`src/design/stms_pkg.sv`:
```
// ----------------------------------------------------------------------------
// stms_pkg: shared constants and types
// Sizes, register indexes, controller states and the command and status
// groups that pass between controller and datapath.
// ----------------------------------------------------------------------------
package stms_pkg;

  localparam int HIST_DEPTH    = 64;
  localparam int SLOT_W        = $clog2(HIST_DEPTH);
  localparam int CNT_W         = $clog2(HIST_DEPTH + 1);
  localparam int USED_W        = 7;
  localparam logic [31:0] START_HOLDOFF = 32'd5;

  // x = slot time - sample time needs 33 bits signed
  localparam int X_W           = 33;
  localparam int PROD_W        = 2 * X_W;
  localparam int SUM_W         = X_W + 1 + SLOT_W;
  localparam int ACC_W         = PROD_W + SLOT_W;
  localparam int WIDE_W        = ACC_W + CNT_W + 1;
  localparam int MUL_B_W       = SUM_W;
  localparam int MUL_CNT_W     = $clog2(MUL_B_W + 2);
  localparam int Q_W           = 33;
  localparam int DIV_CNT_W     = $clog2(Q_W + 2);
  localparam int RAM_W         = 64;
  localparam int CFG_ADDR_W    = 4;

  typedef enum logic [1:0] {
    REG_RPT_INTERVAL  = 2'd0,
    REG_DISCARD_HIGH  = 2'd1,
    REG_DISCARD_LOW   = 2'd2,
    REG_REPORT_MODE   = 2'd3
  } reg_idx_t;

  typedef enum logic [1:0] {
    MSEL_N_SXY  = 2'd0,
    MSEL_SX_SY  = 2'd1,
    MSEL_N_SXX  = 2'd2,
    MSEL_SX_SX  = 2'd3
  } mul_sel_t;

  typedef struct packed {
    logic [15:0] rpt_interval;
    logic [6:0]  discard_high;
    logic [6:0]  discard_low;
    logic        report_mode;
  } cfg_t;

  typedef enum logic [18:0] {
    S_IDLE    = 19'd1 << 0,
    S_START   = 19'd1 << 1,
    S_STORE   = 19'd1 << 2,
    S_SCAN    = 19'd1 << 3,
    S_WINIT   = 19'd1 << 4,
    S_WRD     = 19'd1 << 5,
    S_WCHK    = 19'd1 << 6,
    S_WSQ     = 19'd1 << 7,
    S_WXY     = 19'd1 << 8,
    S_WACC    = 19'd1 << 9,
    S_WNEXT   = 19'd1 << 10,
    S_WEND    = 19'd1 << 11,
    S_MULGO   = 19'd1 << 12,
    S_MULWAIT = 19'd1 << 13,
    S_DIVM    = 19'd1 << 14,
    S_DIVMW   = 19'd1 << 15,
    S_DIVS    = 19'd1 << 16,
    S_DIVSW   = 19'd1 << 17,
    S_EMIT    = 19'd1 << 18
  } state_t;

  typedef struct packed {
    logic     accept;
    logic     store;
    logic     scan_start;
    logic     walk_init;
    logic     walk_forced;
    logic     walk_chk;
    logic     walk_sq;
    logic     walk_xy;
    logic     walk_acc;
    logic     walk_next;
    logic     walk_save;
    logic     mul_start;
    logic     mul_save;
    mul_sel_t mul_sel;
    logic     divm_start;
    logic     divs_start;
    logic     avg_raw;
    logic     avg_set;
    logic     slope_zero;
    logic     slope_set;
    logic     emit;
  } cmd_t;

  typedef struct packed {
    logic mode;
    logic due;
    logic scan_busy;
    logic chk_stop;
    logic chk_use;
    logic walk_last;
    logic forced;
    logic few;
    logic mul_busy;
    logic div_busy;
    logic avg_direct;
    logic den_pos;
    logic out_free;
  } sts_t;

endpackage

```
`src/design/stms_ctrl.sv`:
```
// ----------------------------------------------------------------------------
// stms_ctrl: sequencing controller
// Steps one sample through store, min/max scan, history walk, fit products,
// divisions and the result transfer.
// ----------------------------------------------------------------------------
module stms_ctrl import stms_pkg::*; (
  input  logic clk,
  input  logic rst_n,
  input  logic in_valid,
  output logic in_ready,
  input  sts_t sts,
  output cmd_t cmd
);

  state_t   state_r, state_nxt;
  mul_sel_t msel_r, msel_nxt;

  always_ff @(posedge clk) begin
    if (!rst_n) begin
      state_r <= S_IDLE;
      msel_r  <= MSEL_N_SXY;
    end else begin
      state_r <= state_nxt;
      msel_r  <= msel_nxt;
    end
  end

  assign in_ready = (state_r == S_IDLE);

  always_comb begin
    state_nxt   = state_r;
    msel_nxt    = msel_r;
    cmd         = '0;
    cmd.mul_sel = msel_r;
    case (state_r)
      S_IDLE: begin
        if (in_valid) begin
          cmd.accept = 1'b1;
          state_nxt  = S_START;
        end
      end
      // mode 1 stores only when a report is due
      S_START: state_nxt = (!sts.mode || sts.due) ? S_STORE : S_IDLE;
      S_STORE: begin
        cmd.store      = 1'b1;
        cmd.scan_start = 1'b1;
        state_nxt      = S_SCAN;
      end
      S_SCAN: begin
        if (!sts.scan_busy) begin
          state_nxt = sts.due ? S_WINIT : S_IDLE;
        end
      end
      S_WINIT: begin
        cmd.walk_init = 1'b1;
        state_nxt     = S_WRD;
      end
      S_WRD: state_nxt = S_WCHK;
      S_WCHK: begin
        cmd.walk_chk = 1'b1;
        if (sts.chk_stop) begin
          state_nxt = S_WEND;
        end else if (sts.chk_use) begin
          state_nxt = S_WSQ;
        end else begin
          state_nxt = S_WNEXT;
        end
      end
      S_WSQ: begin
        cmd.walk_sq = 1'b1;
        state_nxt   = S_WXY;
      end
      S_WXY: begin
        cmd.walk_xy = 1'b1;
        state_nxt   = S_WACC;
      end
      S_WACC: begin
        cmd.walk_acc = 1'b1;
        state_nxt    = S_WNEXT;
      end
      S_WNEXT: begin
        if (sts.walk_last) begin
          state_nxt = S_WEND;
        end else begin
          cmd.walk_next = 1'b1;
          state_nxt     = S_WRD;
        end
      end
      S_WEND: begin
        if (!sts.forced) begin
          cmd.walk_save = 1'b1;
        end
        // too few points: refit over the two newest slots
        if (!sts.forced && sts.few) begin
          cmd.walk_init   = 1'b1;
          cmd.walk_forced = 1'b1;
          state_nxt       = S_WRD;
        end else begin
          msel_nxt  = MSEL_N_SXY;
          state_nxt = S_MULGO;
        end
      end
      S_MULGO: begin
        cmd.mul_start = 1'b1;
        state_nxt     = S_MULWAIT;
      end
      S_MULWAIT: begin
        if (!sts.mul_busy) begin
          cmd.mul_save = 1'b1;
          if (msel_r == MSEL_SX_SX) begin
            state_nxt = S_DIVM;
          end else begin
            msel_nxt  = mul_sel_t'(msel_r + 2'd1);
            state_nxt = S_MULGO;
          end
        end
      end
      S_DIVM: begin
        if (sts.avg_direct) begin
          cmd.avg_raw = 1'b1;
          state_nxt   = S_DIVS;
        end else begin
          cmd.divm_start = 1'b1;
          state_nxt      = S_DIVMW;
        end
      end
      S_DIVMW: begin
        if (!sts.div_busy) begin
          cmd.avg_set = 1'b1;
          state_nxt   = S_DIVS;
        end
      end
      S_DIVS: begin
        if (!sts.den_pos) begin
          cmd.slope_zero = 1'b1;
          state_nxt      = S_EMIT;
        end else begin
          cmd.divs_start = 1'b1;
          state_nxt      = S_DIVSW;
        end
      end
      S_DIVSW: begin
        if (!sts.div_busy) begin
          cmd.slope_set = 1'b1;
          state_nxt     = S_EMIT;
        end
      end
      S_EMIT: begin
        if (sts.out_free) begin
          cmd.emit  = 1'b1;
          state_nxt = S_IDLE;
        end
      end
      default: state_nxt = S_IDLE;
    endcase
  end

endmodule

```
`config.mk`:
```
export PLATFORM = sky130hd
export DESIGN_NAME = stms_ctrl
export DESIGN_NICKNAME = d
export VERILOG_FILES = /design/src/design/stms_pkg.sv /design/src/design/stms_ctrl.sv
export SDC_FILE = /design/constraint.sdc
export NUM_CORES = 1
export LEC_CHECK = 0
export ABC_AREA = 1
export BUFFER_PORTS_ARGS = -buffer_cell sky130_fd_sc_hd__buf_2
export CAP_MARGIN = 10
export CORE_ASPECT_RATIO = 1.75
export CORE_MARGIN = 1.5
export CORE_UTILIZATION = 55
export DETAILED_ROUTE_END_ITERATION = 6
export PLACE_DENSITY_LB_ADDON = 0.15
export SLEW_MARGIN = 0
export SYNTH_ARGS = -nofsm -noshare
export SYNTH_HDL_FRONTEND = slang
export SYNTH_SLANG_ARGS = --single-unit
```
`constraint.sdc`:
```
create_clock -name clk -period 2.9 [get_ports clk]
set_input_delay 0.145 -clock clk [delete_from_list [all_inputs] [get_ports clk]]
set_output_delay 0.145 -clock clk [all_outputs]
set_load 0.05 [all_outputs]
```
==> flow_metrics.env <==
export IMPL_htree_num_levels=1
export IMPL_drc=0
export IMPL_clock_root_buffer="sky130_fd_sc_hd__clkbuf_8"
export IMPL_syn_instance_count=249
export IMPL_postLayoutCoreUtil=0.6664
export IMPL_numClockSinks=21
export IMPL_first_pass_iters=5
export IMPL_syn2layout_area_growth_pct=13.56
export IMPL_io_pins=39
export IMPL_final_cells=312
export IMPL_worstPathArrival_ps=1920
export IMPL_asr_flop_ratio_synth=0
export IMPL_critical_path_endpoint_type="output port"
export IMPL_placement_rows=25
export IMPL_postCtsSetupRepairBufs=0
export IMPL_port_buffer_count=38
export IMPL_mapped_cell_area_mm2=0.001615
export IMPL_worst_slew_slack_as_a_fraction_of_its_limit=0.7141
export IMPL_fin_crit_ps=2065
export IMPL_setup_worst_path_class="flip-flop to output port"
export IMPL_drt_antenna_violating_nets=0
export IMPL_fill_cells=292
export IMPL_final_hold_worst_slack_ps=151.2
export IMPL_ys_seq_area_frac=0.2603
export IMPL_timing_clock_skew_ps=4.553
export IMPL_place_detailed_instances=308
export IMPL_initial_utilization=0.5868
export IMPL_dominantRegCellSynth="sky130_fd_sc_hd__dfxtp_1"
export IMPL_worstPathRequired_ps=2760
export IMPL_cts_buffers_inserted=3
export IMPL_post_layout_power_uw=1596
export IMPL_grt_max_degree=18
export IMPL_antenna_cells_inserted=0
export IMPL_worst_pin_slew_ps=428.8
export IMPL_area_enclosed_by_the_die_boundary_mm2=0.003284
export IMPL_hold_path_class="input pin to flip-flop"
export IMPL_dp_hpwl_um=2998
export IMPL_cts_tree="built"
export IMPL_worst_path_max_fanout=5
export IMPL_gp_routability_congestion=0.8927
export IMPL_drt_first_iter_violations=41
export IMPL_timing_final_setup_violations=0
export IMPL_ctsHoldBuffers=0
export IMPL_totalWireLength_um=3729
export IMPL_path_clk_slew_ps=80
export IMPL_synth_yosys_warnings=0
export IMPL_detail_route_wl_per_cell_um=11.95
export IMPL_global_route_overflow_total=0
export IMPL_synth_enable_flop_cells=0
export IMPL_period_share=0.7119
export IMPL_tns_ps=0
export IMPL_grt_first_pass_wirelength_um=5927
export IMPL_leakage_power_uw=0.001091
export IMPL_register_bit_count_reported_by_yosys=21
export IMPL_die_w_um=43.97
export IMPL_unrepaired_setup_endpoints_after_global_routing="no"
export IMPL_fin_nets=303
export IMPL_detailroute_via_count=1614
export IMPL_synthesis_nets=266
export IMPL_worstSetupStartpointType="flip-flop"
export IMPL_grt_pass1_vias=1411
export IMPL_slew_violations=0
export IMPL_vdd_ir_drop_max_v=0.0008467
export IMPL_initial_antenna_violation_count=0
export IMPL_track_usage=0.2394
export IMPL_coreArea_mm2=0.002753
export IMPL_cts_path_max_buffers=2
export IMPL_maxCapViolCount=0
export IMPL_netlist_cell_types=30
export IMPL_postCtsResizedCells=0
export IMPL_post_route_cells_drive_above_1_share=0.3193
export IMPL_clkLatencyLatePin_ps=270
export IMPL_fp_dieH_um=74.69
export IMPL_power_density_mw_per_mm2=870.4
export IMPL_max_clock_freq_ghz=0.4844
export IMPL_timing_hold_violations_final=0
export IMPL_post_synth_cell_area_avg_um2=6.487
export IMPL_route_detailed_vias_per_inst=5.173
export IMPL_status="finished, final reports clean"
==> final cells by class <==
cell class | count | area [µm²] | share of cell area
clock buffers | 4 | 45.04 | 0.02456
inverters | 53 | 198.9 | 0.1085
multi-input cells | 169 | 945.9 | 0.5157
flip-flops and latches | 21 | 420.4 | 0.2292
well taps | 27 | 33.78 | 0.01842
repair buffers | 38 | 190.2 | 0.1037
==> synth_stat cells, drive strengths merged, types with 3 or more instances <==
cell,n,area share
dfxtp,21,0.26
buf,6,0.031
inv,53,0.12
nand2,49,0.13
nor2,52,0.17
nor3,8,0.025
nand3,35,0.14
o22ai,3,0.012
o21ai,4,0.012
nand3b,4,0.034
a21oi,5,0.015
==> per-layer routing <==
metal  GRT usage  wire, µm
met1      0.2600      1498
met2      0.4461      1956
met3     0.02878       164
met4      0.1111       109
met5           0         0
==> metrics by stage <==
stage	area [µm²]	worst slack, ps
final	1834	835.4
after floorplan	1615	437.6
after detailed placement	1789	982.4
after global placement	1789	1003
after CTS	1834	830.8
after global routing	1834	691.6
==> placed cells by master (no fill, tap or decap), types with 5 or more instances in the layout <==
master	count
sky130_fd_sc_hd__nand2_1	41
sky130_fd_sc_hd__nor2_2	5
sky130_fd_sc_hd__inv_1	38
sky130_fd_sc_hd__buf_2	38
sky130_fd_sc_hd__dfxtp_1	21
sky130_fd_sc_hd__a21oi_1	5
sky130_fd_sc_hd__nor2_1	39
sky130_fd_sc_hd__inv_2	15
sky130_fd_sc_hd__nor3_1	8
sky130_fd_sc_hd__nor2_4	7
sky130_fd_sc_hd__nand2_2	6
sky130_fd_sc_hd__nand3_1	25
sky130_fd_sc_hd__nand3_2	10
==> registers in the layout (all words and copies together), names as in the netlist <==
name     count
state_r     19
msel_r       2
==> final timing paths <==
kind	from	endpoint	slack, ps	depth (start not counted)
setup / recovery	state_r[2]$_SDFFE_PN0P_	cmd[18]	840	8
hold / removal	sts[9]	state_r[7]$_SDFFE_PN0P_	150	4
setup reg to reg	state_r[14]$_SDFFE_PN0P_	state_r[14]$_SDFFE_PN0P_	950	12
hold reg to reg	msel_r[1]$_SDFFE_PN0P_	msel_r[1]$_SDFFE_PN0P_	480	2
==> power breakdown <==
| part | total, µW | internal (µW) | leakage [µW] | switching [µW] |
|---|---|---|---|---|
| clock network | 199 | 98.1 | 0.0000228 | 101 |
| logic | 1020 | 299 | 0.000898 | 720 |
| registers | 378 | 335 | 0.000170 | 43.1 |
| total | 1600 | 732 | 0.00109 | 864 |
==> cell families after synthesis <==
family | count (synthesis) | synth area share
simple gates | 155 | 0.5337
compound gates | 13 | 0.04415
buf+inv | 59 | 0.1541
fa+ha+maj | 1 | 0.007745
flops | 21 | 0.2603
==> worst max-delay path: stages (launching register included) <==
cell and delay [ps]:
sky130_fd_sc_hd__dfxtp_1 340, sky130_fd_sc_hd__nor2_2 160, sky130_fd_sc_hd__nand2_2 130, sky130_fd_sc_hd__nor2_2 220
sky130_fd_sc_hd__nand3b_1 190, sky130_fd_sc_hd__nor2_1 160, sky130_fd_sc_hd__nand2_1 110, sky130_fd_sc_hd__nand2_1 80
sky130_fd_sc_hd__buf_2 260
No activity file was read; power rests on OpenSTA's default activity.
